`config.mk`:
```
export PLATFORM = sky130hd
export DESIGN_NAME = object_key_validator
export DESIGN_NICKNAME = d
export VERILOG_FILES = /design/src/sv/okv_pkg.sv /design/src/sv/okv_utf8_step.sv /design/src/sv/okv_path_step.sv /design/src/sv/object_key_validator.sv
export SDC_FILE = /design/constraint.sdc
export NUM_CORES = 1
export LEC_CHECK = 0
export BUFFER_PORTS_ARGS = -buffer_cell sky130_fd_sc_hd__buf_2
export CORE_ASPECT_RATIO = 0.8
export CORE_MARGIN = 2
export CORE_UTILIZATION = 30
export CTS_CLUSTER_DIAMETER = 150
export DETAILED_ROUTE_END_ITERATION = 12
export HOLD_SLACK_MARGIN = 0.15
export MAX_ROUTING_LAYER = met4
export SLEW_MARGIN = 20
export SYNTH_ARGS = -nofsm -noshare
export SYNTH_HDL_FRONTEND = slang
export SYNTH_SLANG_ARGS = --single-unit
```
`constraint.sdc`:
```
create_clock -name aclk -period 4.42 [get_ports aclk]
set_input_delay 0.884 -clock aclk [delete_from_list [all_inputs] [get_ports aclk]]
set_output_delay 0.884 -clock aclk [all_outputs]
set_load 0.01 [all_outputs]
```
`src/sv/okv_pkg.sv`:
```
// ----------------------------------------------------------------------------
// okv_pkg - shared types and constants for the object key validator
// Byte codes for the UTF-8 decoder and the path segment tracker, state
// structs passed between the step modules, and the status codes.
// ----------------------------------------------------------------------------
`default_nettype none

package okv_pkg;

    // Field and state widths
    localparam int unsigned KEY_LEN_W = 12;
    localparam int unsigned COUNT_W   = 13;
    localparam int unsigned DEPTH_W   = 12;
    localparam int unsigned STATUS_W  = 2;

    localparam logic [KEY_LEN_W-1:0] MAX_KEY_LEN_RESET = 12'd1024;

    // Status codes
    localparam logic [STATUS_W-1:0] STATUS_OK       = 2'd0;
    localparam logic [STATUS_W-1:0] STATUS_TOO_LONG = 2'd1;
    localparam logic [STATUS_W-1:0] STATUS_INVALID  = 2'd2;

    // UTF-8 lead byte ranges
    localparam logic [7:0] ASCII_MAX  = 8'h7F;
    localparam logic [7:0] LEAD2_MIN  = 8'hC2;
    localparam logic [7:0] LEAD2_MAX  = 8'hDF;
    localparam logic [7:0] LEAD3_MIN  = 8'hE0;
    localparam logic [7:0] LEAD3_SURR = 8'hED;
    localparam logic [7:0] LEAD3_MAX  = 8'hEF;
    localparam logic [7:0] LEAD4_MIN  = 8'hF0;
    localparam logic [7:0] LEAD4_MAX  = 8'hF4;

    // Continuation byte form and second byte bounds
    localparam logic [7:0] CONT_MASK = 8'hC0;
    localparam logic [7:0] CONT_TAG  = 8'h80;
    localparam logic [7:0] CONT_A0   = 8'hA0;
    localparam logic [7:0] CONT_90   = 8'h90;
    localparam logic [7:0] CONT_8F   = 8'h8F;

    // Path characters
    localparam logic [7:0] CHAR_SLASH = 8'h2F;
    localparam logic [7:0] CHAR_DOT   = 8'h2E;

    // Range rule for the next continuation byte
    typedef enum logic [2:0] {
        RULE_NONE  = 3'd0,
        RULE_GE_A0 = 3'd1,
        RULE_LT_A0 = 3'd2,
        RULE_GE_90 = 3'd3,
        RULE_LE_8F = 3'd4
    } rule_t;

    // Class of the open path segment
    typedef enum logic [1:0] {
        SEG_EMPTY  = 2'd0,
        SEG_DOT    = 2'd1,
        SEG_DOTDOT = 2'd2,
        SEG_OTHER  = 2'd3
    } seg_class_t;

    typedef struct packed {
        logic [1:0] cont_left;
        rule_t      rule;
    } utf8_state_t;

    typedef struct packed {
        seg_class_t         seg;
        logic [DEPTH_W-1:0] depth;
    } path_state_t;

endpackage : okv_pkg

`default_nettype wire

```
`src/sv/okv_utf8_step.sv`:
```
// ----------------------------------------------------------------------------
// okv_utf8_step - one byte of UTF-8 decoding
// Combinational next state of the decoder: expected continuation count and
// the range rule on the second byte, plus an error flag for this byte.
// ----------------------------------------------------------------------------
`default_nettype none

module okv_utf8_step (
    input  wire logic                 byte_en,
    input  wire logic [7:0]           data_byte,
    input  wire okv_pkg::utf8_state_t state_cur,
    output okv_pkg::utf8_state_t      state_next,
    output logic                      byte_err
);
    import okv_pkg::*;

    always_comb begin
        state_next = state_cur;
        byte_err   = 1'b0;
        if (byte_en) begin
            if (state_cur.cont_left == 2'd0) begin
                // expecting a lead byte
                state_next.rule = RULE_NONE;
                if (data_byte <= ASCII_MAX) begin
                    state_next.cont_left = 2'd0;
                end else if (data_byte >= LEAD2_MIN && data_byte <= LEAD2_MAX) begin
                    state_next.cont_left = 2'd1;
                end else if (data_byte >= LEAD3_MIN && data_byte <= LEAD3_MAX) begin
                    state_next.cont_left = 2'd2;
                    if (data_byte == LEAD3_MIN) begin
                        state_next.rule = RULE_GE_A0;
                    end else if (data_byte == LEAD3_SURR) begin
                        state_next.rule = RULE_LT_A0;
                    end
                end else if (data_byte >= LEAD4_MIN && data_byte <= LEAD4_MAX) begin
                    state_next.cont_left = 2'd3;
                    if (data_byte == LEAD4_MIN) begin
                        state_next.rule = RULE_GE_90;
                    end else if (data_byte == LEAD4_MAX) begin
                        state_next.rule = RULE_LE_8F;
                    end
                end else begin
                    byte_err = 1'b1;
                end
            end else begin
                // continuation byte: form, then the pending range rule
                if ((data_byte & CONT_MASK) != CONT_TAG) begin
                    byte_err = 1'b1;
                end
                unique case (state_cur.rule)
                    RULE_GE_A0: if (data_byte < CONT_A0) byte_err = 1'b1;
                    RULE_LT_A0: if (data_byte >= CONT_A0) byte_err = 1'b1;
                    RULE_GE_90: if (data_byte < CONT_90) byte_err = 1'b1;
                    RULE_LE_8F: if (data_byte > CONT_8F) byte_err = 1'b1;
                    default: ;
                endcase
                state_next.rule      = RULE_NONE;
                state_next.cont_left = state_cur.cont_left - 2'd1;
            end
        end
    end

endmodule : okv_utf8_step

`default_nettype wire

```
`src/sv/okv_path_step.sv`:
```
// ----------------------------------------------------------------------------
// okv_path_step - path segment classification and depth tracking
// Combinational next segment class and depth for one item. A slash or the
// end of the key closes the open segment; at most one close per item.
// ----------------------------------------------------------------------------
`default_nettype none

module okv_path_step (
    input  wire logic                 byte_en,
    input  wire logic                 key_end,
    input  wire logic [7:0]           data_byte,
    input  wire okv_pkg::path_state_t state_cur,
    output okv_pkg::path_state_t      state_next,
    output logic                      depth_err
);
    import okv_pkg::*;

    seg_class_t cls_after;
    seg_class_t close_cls;
    logic       slash_close;

    // Segment class after this byte
    always_comb begin
        cls_after   = state_cur.seg;
        slash_close = 1'b0;
        if (byte_en) begin
            if (data_byte == CHAR_SLASH) begin
                slash_close = 1'b1;
                cls_after   = SEG_EMPTY;
            end else if (data_byte == CHAR_DOT) begin
                case (state_cur.seg)
                    SEG_EMPTY: cls_after = SEG_DOT;
                    SEG_DOT:   cls_after = SEG_DOTDOT;
                    default:   cls_after = SEG_OTHER;
                endcase
            end else begin
                cls_after = SEG_OTHER;
            end
        end
    end

    // A slash closes the old segment; the end of key closes the new one.
    // After a slash the new segment is empty, so one close covers both.
    always_comb begin
        if (slash_close) begin
            close_cls = state_cur.seg;
        end else if (key_end) begin
            close_cls = cls_after;
        end else begin
            close_cls = SEG_EMPTY;
        end
    end

    // Depth update on the closed segment
    always_comb begin
        state_next.seg   = cls_after;
        state_next.depth = state_cur.depth;
        depth_err        = 1'b0;
        case (close_cls)
            SEG_DOTDOT: begin
                if (state_cur.depth == '0) begin
                    depth_err = 1'b1;
                end else begin
                    state_next.depth = state_cur.depth - 1'b1;
                end
            end
            SEG_OTHER: begin
                if (state_cur.depth != '1) begin
                    state_next.depth = state_cur.depth + 1'b1;
                end
            end
            default: ;
        endcase
        if (key_end) begin
            state_next.seg = SEG_EMPTY;
        end
    end

endmodule : okv_path_step

`default_nettype wire

```
`src/sv/object_key_validator.sv`:
```
// ----------------------------------------------------------------------------
// object_key_validator - streaming object key checker
// Takes a key one byte per item on the s_ channel (s_has_byte low marks an
// end-only item) and, on the item with s_last set, returns one status item
// on the m_ channel: ok, too long (wins over all else) or invalid (bad
// UTF-8 or a ".." climbing above the root).
// The limit is to be written on the cfg_ channel (always ready) only while idle;
// the block itself does not enforce this. Reset sets it to 1024 bytes.
// An item taken sits in the input register; when it moves on it is folded
// into the running key state and, if last, its status shows on m_valid.
// Throughput: one item per cycle while no last item waits behind an untaken
// result, set by the single step of byte logic between the input register
// and the state and result registers.
// A stalled result holds the result register; the input register still
// drains items without s_last, and s_ready drops only when a last item
// waits behind an untaken result.
// Reset (aresetn low, synchronous) clears both registers' valid flags and
// all per-key state.
// ----------------------------------------------------------------------------
`default_nettype none

module object_key_validator (
    input  wire logic                               aclk,
    input  wire logic                               aresetn,
    // configuration
    input  wire logic                               cfg_valid,
    output logic                                    cfg_ready,
    input  wire logic [okv_pkg::KEY_LEN_W-1:0]      cfg_max_key_length,
    // key bytes in
    input  wire logic                               s_valid,
    output logic                                    s_ready,
    input  wire logic [7:0]                         s_data_byte,
    input  wire logic                               s_has_byte,
    input  wire logic                               s_last,
    // status out
    output logic                                    m_valid,
    input  wire logic                               m_ready,
    output logic [okv_pkg::STATUS_W-1:0]            m_status
);
    import okv_pkg::*;

    // Registers
    logic                  in_valid_reg;
    logic [7:0]            in_byte_reg;
    logic                  in_has_reg;
    logic                  in_last_reg;
    logic [KEY_LEN_W-1:0]  max_len_reg;
    utf8_state_t           utf_reg;
    path_state_t           path_reg;
    logic [COUNT_W-1:0]    byte_count_reg;
    logic                  key_invalid_reg;
    logic                  m_valid_reg;
    logic [STATUS_W-1:0]   m_status_reg;

    // Step logic
    utf8_state_t           utf_next;
    path_state_t           path_next;
    logic                  utf_err;
    logic                  depth_err;
    logic [COUNT_W-1:0]    count_upd;
    logic                  invalid_upd;
    logic [STATUS_W-1:0]   status_next;
    logic                  out_free;
    logic                  consume;

    // Handshake: the input item moves on unless it is last and the result
    // register is still held
    assign out_free  = !m_valid_reg || m_ready;
    assign consume   = in_valid_reg && (!in_last_reg || out_free);
    assign s_ready   = !in_valid_reg || consume;
    assign cfg_ready = 1'b1;
    assign m_valid   = m_valid_reg;
    assign m_status  = m_status_reg;

    okv_utf8_step u_utf8 (
        .byte_en    (in_has_reg),
        .data_byte  (in_byte_reg),
        .state_cur  (utf_reg),
        .state_next (utf_next),
        .byte_err   (utf_err)
    );

    okv_path_step u_path (
        .byte_en    (in_has_reg),
        .key_end    (in_last_reg),
        .data_byte  (in_byte_reg),
        .state_cur  (path_reg),
        .state_next (path_next),
        .depth_err  (depth_err)
    );

    // Running count, sticky error and the status of a closing key
    always_comb begin
        count_upd = byte_count_reg;
        if (in_has_reg && byte_count_reg != '1) begin
            count_upd = byte_count_reg + 1'b1;
        end
        invalid_upd = key_invalid_reg | utf_err | depth_err;
        if (count_upd > {1'b0, max_len_reg}) begin
            status_next = STATUS_TOO_LONG;
        end else if (invalid_upd || utf_next.cont_left != 2'd0) begin
            status_next = STATUS_INVALID;
        end else begin
            status_next = STATUS_OK;
        end
    end

    // Input register
    always_ff @(posedge aclk) begin
        if (!aresetn) begin
            in_valid_reg <= 1'b0;
        end else if (s_ready) begin
            in_valid_reg <= s_valid;
        end
        if (s_valid && s_ready) begin
            in_byte_reg <= s_data_byte;
            in_has_reg  <= s_has_byte;
            in_last_reg <= s_last;
        end
    end

    // Configuration register
    always_ff @(posedge aclk) begin
        if (!aresetn) begin
            max_len_reg <= MAX_KEY_LEN_RESET;
        end else if (cfg_valid && cfg_ready) begin
            max_len_reg <= cfg_max_key_length;
        end
    end

    // Per-key state: updated per item, cleared at the end of a key
    always_ff @(posedge aclk) begin
        if (!aresetn) begin
            utf_reg         <= '{cont_left: 2'd0, rule: RULE_NONE};
            path_reg        <= '{seg: SEG_EMPTY, depth: '0};
            byte_count_reg  <= '0;
            key_invalid_reg <= 1'b0;
        end else if (consume) begin
            if (in_last_reg) begin
                utf_reg         <= '{cont_left: 2'd0, rule: RULE_NONE};
                path_reg        <= '{seg: SEG_EMPTY, depth: '0};
                byte_count_reg  <= '0;
                key_invalid_reg <= 1'b0;
            end else begin
                utf_reg         <= utf_next;
                path_reg        <= path_next;
                byte_count_reg  <= count_upd;
                key_invalid_reg <= invalid_upd;
            end
        end
    end

    // Result register
    always_ff @(posedge aclk) begin
        if (!aresetn) begin
            m_valid_reg <= 1'b0;
        end else if (consume && in_last_reg) begin
            m_valid_reg <= 1'b1;
        end else if (m_ready) begin
            m_valid_reg <= 1'b0;
        end
        if (consume && in_last_reg) begin
            m_status_reg <= status_next;
        end
    end

    // ------------------------------------------------------------------------
    // Assertions
    // ------------------------------------------------------------------------

    // Backpressure only comes from a full input register
    assert property (@(posedge aclk) disable iff (!aresetn)
        !s_ready |-> in_valid_reg)
        else $error("s_ready low with an empty input register");

    // A second-byte rule only stands while two or more bytes are expected
    assert property (@(posedge aclk) disable iff (!aresetn)
        utf_reg.rule != RULE_NONE |-> utf_reg.cont_left >= 2'd2)
        else $error("range rule pending without a multi-byte sequence");

    // Closing a key clears its state and raises a result
    assert property (@(posedge aclk) disable iff (!aresetn)
        consume && in_last_reg |=> m_valid && byte_count_reg == '0
            && path_reg.depth == '0 && !key_invalid_reg)
        else $error("key state not cleared or no result after the last item");

    // Status is never the unused code
    assert property (@(posedge aclk) disable iff (!aresetn)
        m_valid |-> (m_status == STATUS_OK || m_status == STATUS_TOO_LONG
            || m_status == STATUS_INVALID))
        else $error("unused status code");

endmodule : object_key_validator

`default_nettype wire
```
* After elaboration in Yosys (flattened, before gate mapping)
Index checks and enable logic that the tools add are counted.
W data, S select, Z words.
** Storage, ports and cells
- Output and inout port bits :: 5
- Register bits after elaboration :: 59
** Cells by class
- Mux-type cells :: 45
- $lt $le $gt $ge :: 12
- Equal/unequal tests :: 18
- Reductions and logical operators :: 23
- $add $sub $neg :: 4
- Bitwise gates (word level) :: 2
** Operators by type and width (count)
- $eq A8 B8 Y1 const B :: 4
- $ge A8 B8 Y1 const B :: 4
- $mux W13 :: 2
- $mux W5 :: 5
- $le A8 B8 Y1 const B :: 3
- $mux W12 :: 2
- $pmux W12 S2 :: 1
- $mux W1 :: 18
- $mux W2 :: 9
- $eq A8 B6 Y1 const B :: 2
- $lt A8 B8 Y1 const B :: 2
- $mux W3 :: 5
- $mux W14 :: 1
- $add A13 B1 Y13 const B :: 1
- $gt A13 B12 Y1 :: 1
- $ne A13 B13 Y1 const B :: 1
- $add A12 B1 Y12 const B :: 1
- $logic_not A12 Y1 :: 1
- $ne A12 B12 Y1 const B :: 1
- $sub A12 B1 Y12 const B :: 1
- $gt A8 B8 Y1 const B :: 1
- $le A8 B7 Y1 const B :: 1
- $logic_and A1 B1 Y1 :: 7
- $eq A3 B2 Y1 const B :: 2
- other kinds (18) :: 28

* Depth between registers and ports, before layout
- Depth after elaboration :: 12
- Mapped depth :: 14
- Gate-level depth less buffers :: 13

* Hierarchy
Synthesis repeated with hierarchy kept, for this count alone.
** Second synthesis, totals
- Cells, all modules :: 486
- Area, all modules :: 3968.8 um^2
** Modules (own cells, without submodules)
- object_key_validator :: area each 2920.3 um^2, cells each 322, instances 1
- okv_path_step :: area each 810.8 um^2, cells each 128, instances 1
- okv_utf8_step :: area each 237.7 um^2, cells each 36, instances 1

* Least setup slack after synthesis
OpenSTA, ideal clock, no wires.
- Kind :: register to register
- Start point :: register in_byte_reg[7]
- End point :: register path_reg[10] (netlist name)
- Slack :: 946 ps
- Arrival :: 3357 ps
- Clock period less this slack :: 3474 ps
- Library setup time :: 117 ps
- Path buffers :: 1
- Cell stages (with the launch flop) :: 14
- Cells stage by stage :: edfxtp_1 and4bb_4 a21oi_2 or3_4 buf_6 inv_1 ha_1 nor2b_1 o21ai_0 nand2b_1 a311o_1 nand4_1 or3b_2 a22o_1
** On the way
- Cells in the longest elaborated chain, start to end :: 9
** RTL lines
- start, declared :: RTL line object_key_validator.sv:44 : logic [7:0] in_byte_reg;
- start signal, assigned :: RTL line object_key_validator.sv:116 : in_byte_reg <= s_data_byte;
- $eq A8 B6 Y1 :: RTL line okv_path_step.sv:30 : end else if (data_byte == CHAR_DOT) begin
- $mux W2 :: RTL line okv_path_step.sv:30
- $mux W2 :: RTL line okv_path_step.sv:27 : if (data_byte == CHAR_SLASH) begin
- $mux W2 :: RTL line okv_path_step.sv:26 : if (byte_en) begin
- $mux W2 :: RTL line okv_path_step.sv:47 : end else if (key_end) begin
- $mux W2 (*) :: RTL line okv_path_step.sv:45 : if (slash_close) begin
- $eq A2 B2 Y1 :: RTL line okv_path_step.sv:59 : case (close_cls)
- $ne A3 B2 Y1 (no line), or another cell as far along
- $reduce_and A4 Y1 (no line) or $mux W14 (tied branches)
- end signal, assigned :: RTL line object_key_validator.sv:135 : path_reg <= '{seg: SEG_EMPTY, depth: '0};
- end signal, assigned :: RTL line object_key_validator.sv:141 : path_reg <= '{seg: SEG_EMPTY, depth: '0};
- end signal, assigned :: RTL line object_key_validator.sv:146 : path_reg <= path_next;
- end, declared :: RTL line object_key_validator.sv:49 : path_state_t path_reg;
Every way passes the cells marked *; elsewhere a longest branch is shown, timed or not.
A chain may end at the register's enable or synchronous reset.

* Worst setup path in the final report
- Start point :: register in_last_reg
- End point :: register path_reg[10] (netlist name)
** On the way
- Cells in the longest elaborated chain, start to end :: 5
** RTL lines
- start, declared :: RTL line object_key_validator.sv:46 : logic in_last_reg;
- start signal, assigned :: RTL line object_key_validator.sv:118 : in_last_reg <= s_last;
- $mux W2 :: RTL line okv_path_step.sv:47
- $mux W2 :: RTL line okv_path_step.sv:45
- $eq A2 B2 Y1 :: RTL line okv_path_step.sv:59
- $ne A3 B2 Y1 (no line), or another cell as far along
- $reduce_and A4 Y1 (no line) or $mux W14 (tied branches)
Parallel ways exist; a longest one is shown, timed or not.

==> results.md <==
* CTS buffer count at 9
* Layout area overhead at 15.4%
* Seq/Total Area, Yosys at 34.5%
* # fillers at 1292
* Fmax at 265 MHz
* Largest area contributor in the netlist: dfxtp_1
* Cell area after synthesis at between 0.003 and 0.004 sq mm
* Synth cell count leaders: 47 x dfxtp_1, 31 x nor2b_1, 30 x nand2_1
* Maxcap violations at 0
* Post-Synthesis Cells at between 400 and 500
* Post-Place Setup Slack at between 600 and 700 ps
* Initial antenna violation count at 0
* DIE WIDTH at 129 um
* Vias in the first global route at 3214
* CP Class: flip-flop to flip-flop
* Fin nets at 509
* Final wirelength at 8990 um
* Layout cells sized above 1 at 12.1%
* Yosys top cell area share at 24.9%
* Max Clock Skew at between 7 and 8 ps
* Required @ worst endpoint at 4640 ps
* Peak supply drop at 0.000180 V
* I/O Pins at 32
* Final setup viols at 0
* Slew Viols, Final at 0
* Mapped Nets at 486
* Critical path origin: in_last_reg
* Largest fanout on the critical path at 17
* # placed instances at ~620
* PwrDens at 328 mW/mm^2
* Post-CTS Setup Inserts at 0
* Post-synth EDFFs at 12
* Dominant cells by area after synthesis: dfxtp_1 25%, edfxtp_1 9.5%, ha_1 8.0%
* Hold_sp: max_len_reg[10]
* CTS Sinks at 59
* Leak at roughly 1.7 nW
* Tightest Pin Transition at between 800 and 900 ps
* Initial core utilization at 30.8%
* Status: finished, final reports clean
* Drc violations at 0
* Setup Total Neg Slack at 0 ps
* Fin cells at 633
* Die area at between 0.01 and 0.015 sq mm
* Detailed-route wire length per cell at 14.2 um
* Footprint of the multi-input gates at 0.00229 sq mm
* Post-Syn Area per Cell at 8.70 sq um
* Overall die height at 104 um
* TritonCTS clock tree: yes
* Total track usage at 14.7%
* Clock slew at reported path FFs at roughly 50 ps
* Initial DRC count at 209
* Skew-Pair Late Insertion Delay at between 300 and 400 ps
* Final Hold Fails at 0
* First-pass GRT wire length at 15600 um
* Seq cells post-synth at 59
* Headroom to the max-slew limit at between 40 and 50%
* Sequential Area at 0.00130 sq mm
* Post-CTS sizing at 0
* DR pass1 iterations at 5
* PortBufs at 30
* Final ANT Viol Nets at 0
* Largest net degree at the start of global routing at 40
* Final global-route overflow total at 0
* Detailed Place HPWL at 6610 um
* Worst setup margin at around 650 ps
* Row count at 36
* Hold Path Class: flip-flop to flip-flop
* Post-CTS Hold Fix Bufs at 0
* RSZ-0062 raised after global routing: false
* Reg2reg start: in_last_reg
* CP Capture Type: flip-flop
* Critical path arrival at 4000 ps
* Root Driver: clkbuf_16
* Synth unique cells at 63
* YS warnings at 0
* Most common cell in the netlist: dfxtp_1
* Vias at between 3000 and 4000
* Max reg flops at 14
* GPL Wtd Cong at roughly 0.85
* Fin crit period at 3770 ps
* Ant diodes at 0
* Final clock period utilization by the worst path at 85.4%
* Core ar. at 0.0123 sq mm
* Vias per cell at 5.17
* H-tree Lvls at 3
* Critical Path Source Type: flip-flop
* Async SR Flop Fraction at 0%
* Ys flop type: dfxtp_1
* CTS max path bufs at 2
==> critical path: stages (launching register included) <==
cell and delay [ps]:
edfxtp_1 710, nand2_1 220, o31ai_1 310, or3_4 240
inv_1 190, ha_1 390, nor2b_1 140, o21ai_0 160
nand2b_1 130, a311o_1 430, nand4_1 100, or3b_2 440
a22o_1 200
==> layout make-up <==
class / count / area share [%]
Clock buffer: 11 / 5.57
Tap cell: 171 / 4.91
Inverter: 24 / 2.07
Timing Repair Buffer: 32 / 3.79
Clock inverter: 5 / 1.21
Sequential cell: 59 / 29.9
Multi-Input combinational cell: 331 / 52.6
==> metrics by stage <==
step / hold slack, ps / area (sq um) / utilization, % / power [mW]
global route: 527 / 4360 / 35.6 / 1.50
detailed placement: 483 / 4060 / 33.1 / 0.746
floorplan: 460 / 3780 / - / 0.703
finish: 486 / 4360 / 35.6 / 1.43
global placement: 486 / 4060 / 33.1 / 0.743
CTS: 494 / 4360 / 35.6 / 1.45
==> cell families (layout without fill, tap and decap cells) <==
logic type               count (synthesis)  after routing  share of synthesized area (%)
adder cells (fa/ha/maj)                 25             25                           8.48
buffers and inverters                   44             72                           4.87
AO/OA/AOI/OAI                          107            107                           20.6
AND/OR/NAND/NOR                        171            171                           24.8
flip-flops                              59             59                           34.5
multiplexers                            11             11                           2.92
other                                    1              1                         0.0993
XOR/XNOR                                16             16                           3.71
==> worst paths after layout <==
kind,slack [ps],depth (start not counted),to
max,650,12,path_reg[10]
min,490,2,max_len_reg[10]
max reg2reg,650,12,path_reg[10]
min reg2reg,490,2,max_len_reg[10]
==> power by group <==
part           internal [mW]  switching, mW  leakage [nW]
logic                 0.0649         0.0842          1.06
clock network          0.448          0.247         0.145
registers              0.567         0.0188         0.498
total                   1.08          0.350          1.71
==> routing by layer <==
| layer | up-vias | GRT usage, % | routed length (um) |
|---|---|---|---|
| li1 | 1639 | - | - |
| met1 | 1550 | 20.0 | 4500 |
| met2 | 72 | 21.4 | 3990 |
| met3 | 9 | 3.40 | 405 |
| met4 | 0 | 4.99 | 102 |
| met5 | - | - | 0 |
==> cells in the final DEF (no fill, tap or decap), drive strengths merged, types with 3 or more instances in the layout <==
cell type,synthesis,layout
o21a,4,4
nand2b,5,5
and2,10,10
a21oi,20,20
o21ai,19,19
inv,24,24
nor3,16,16
a21boi,5,5
o31ai,3,3
or3,4,4
a21o,5,5
nor2b,31,31
o211ai,5,5
dfxtp,47,47
nor4,9,9
mux2i,11,11
xnor2,10,10
o211a,3,3
nand3,17,17
clkinv,0,3
a22oi,7,7
buf,4,32
clkbuf,16,11
nor2,24,24
nand3b,5,5
nand2,30,30
xor2,6,6
ha,24,24
edfxtp,12,12
nand4,11,11
a211oi,5,5
a22o,10,10
No activity file was read; power rests on OpenSTA's default activity.
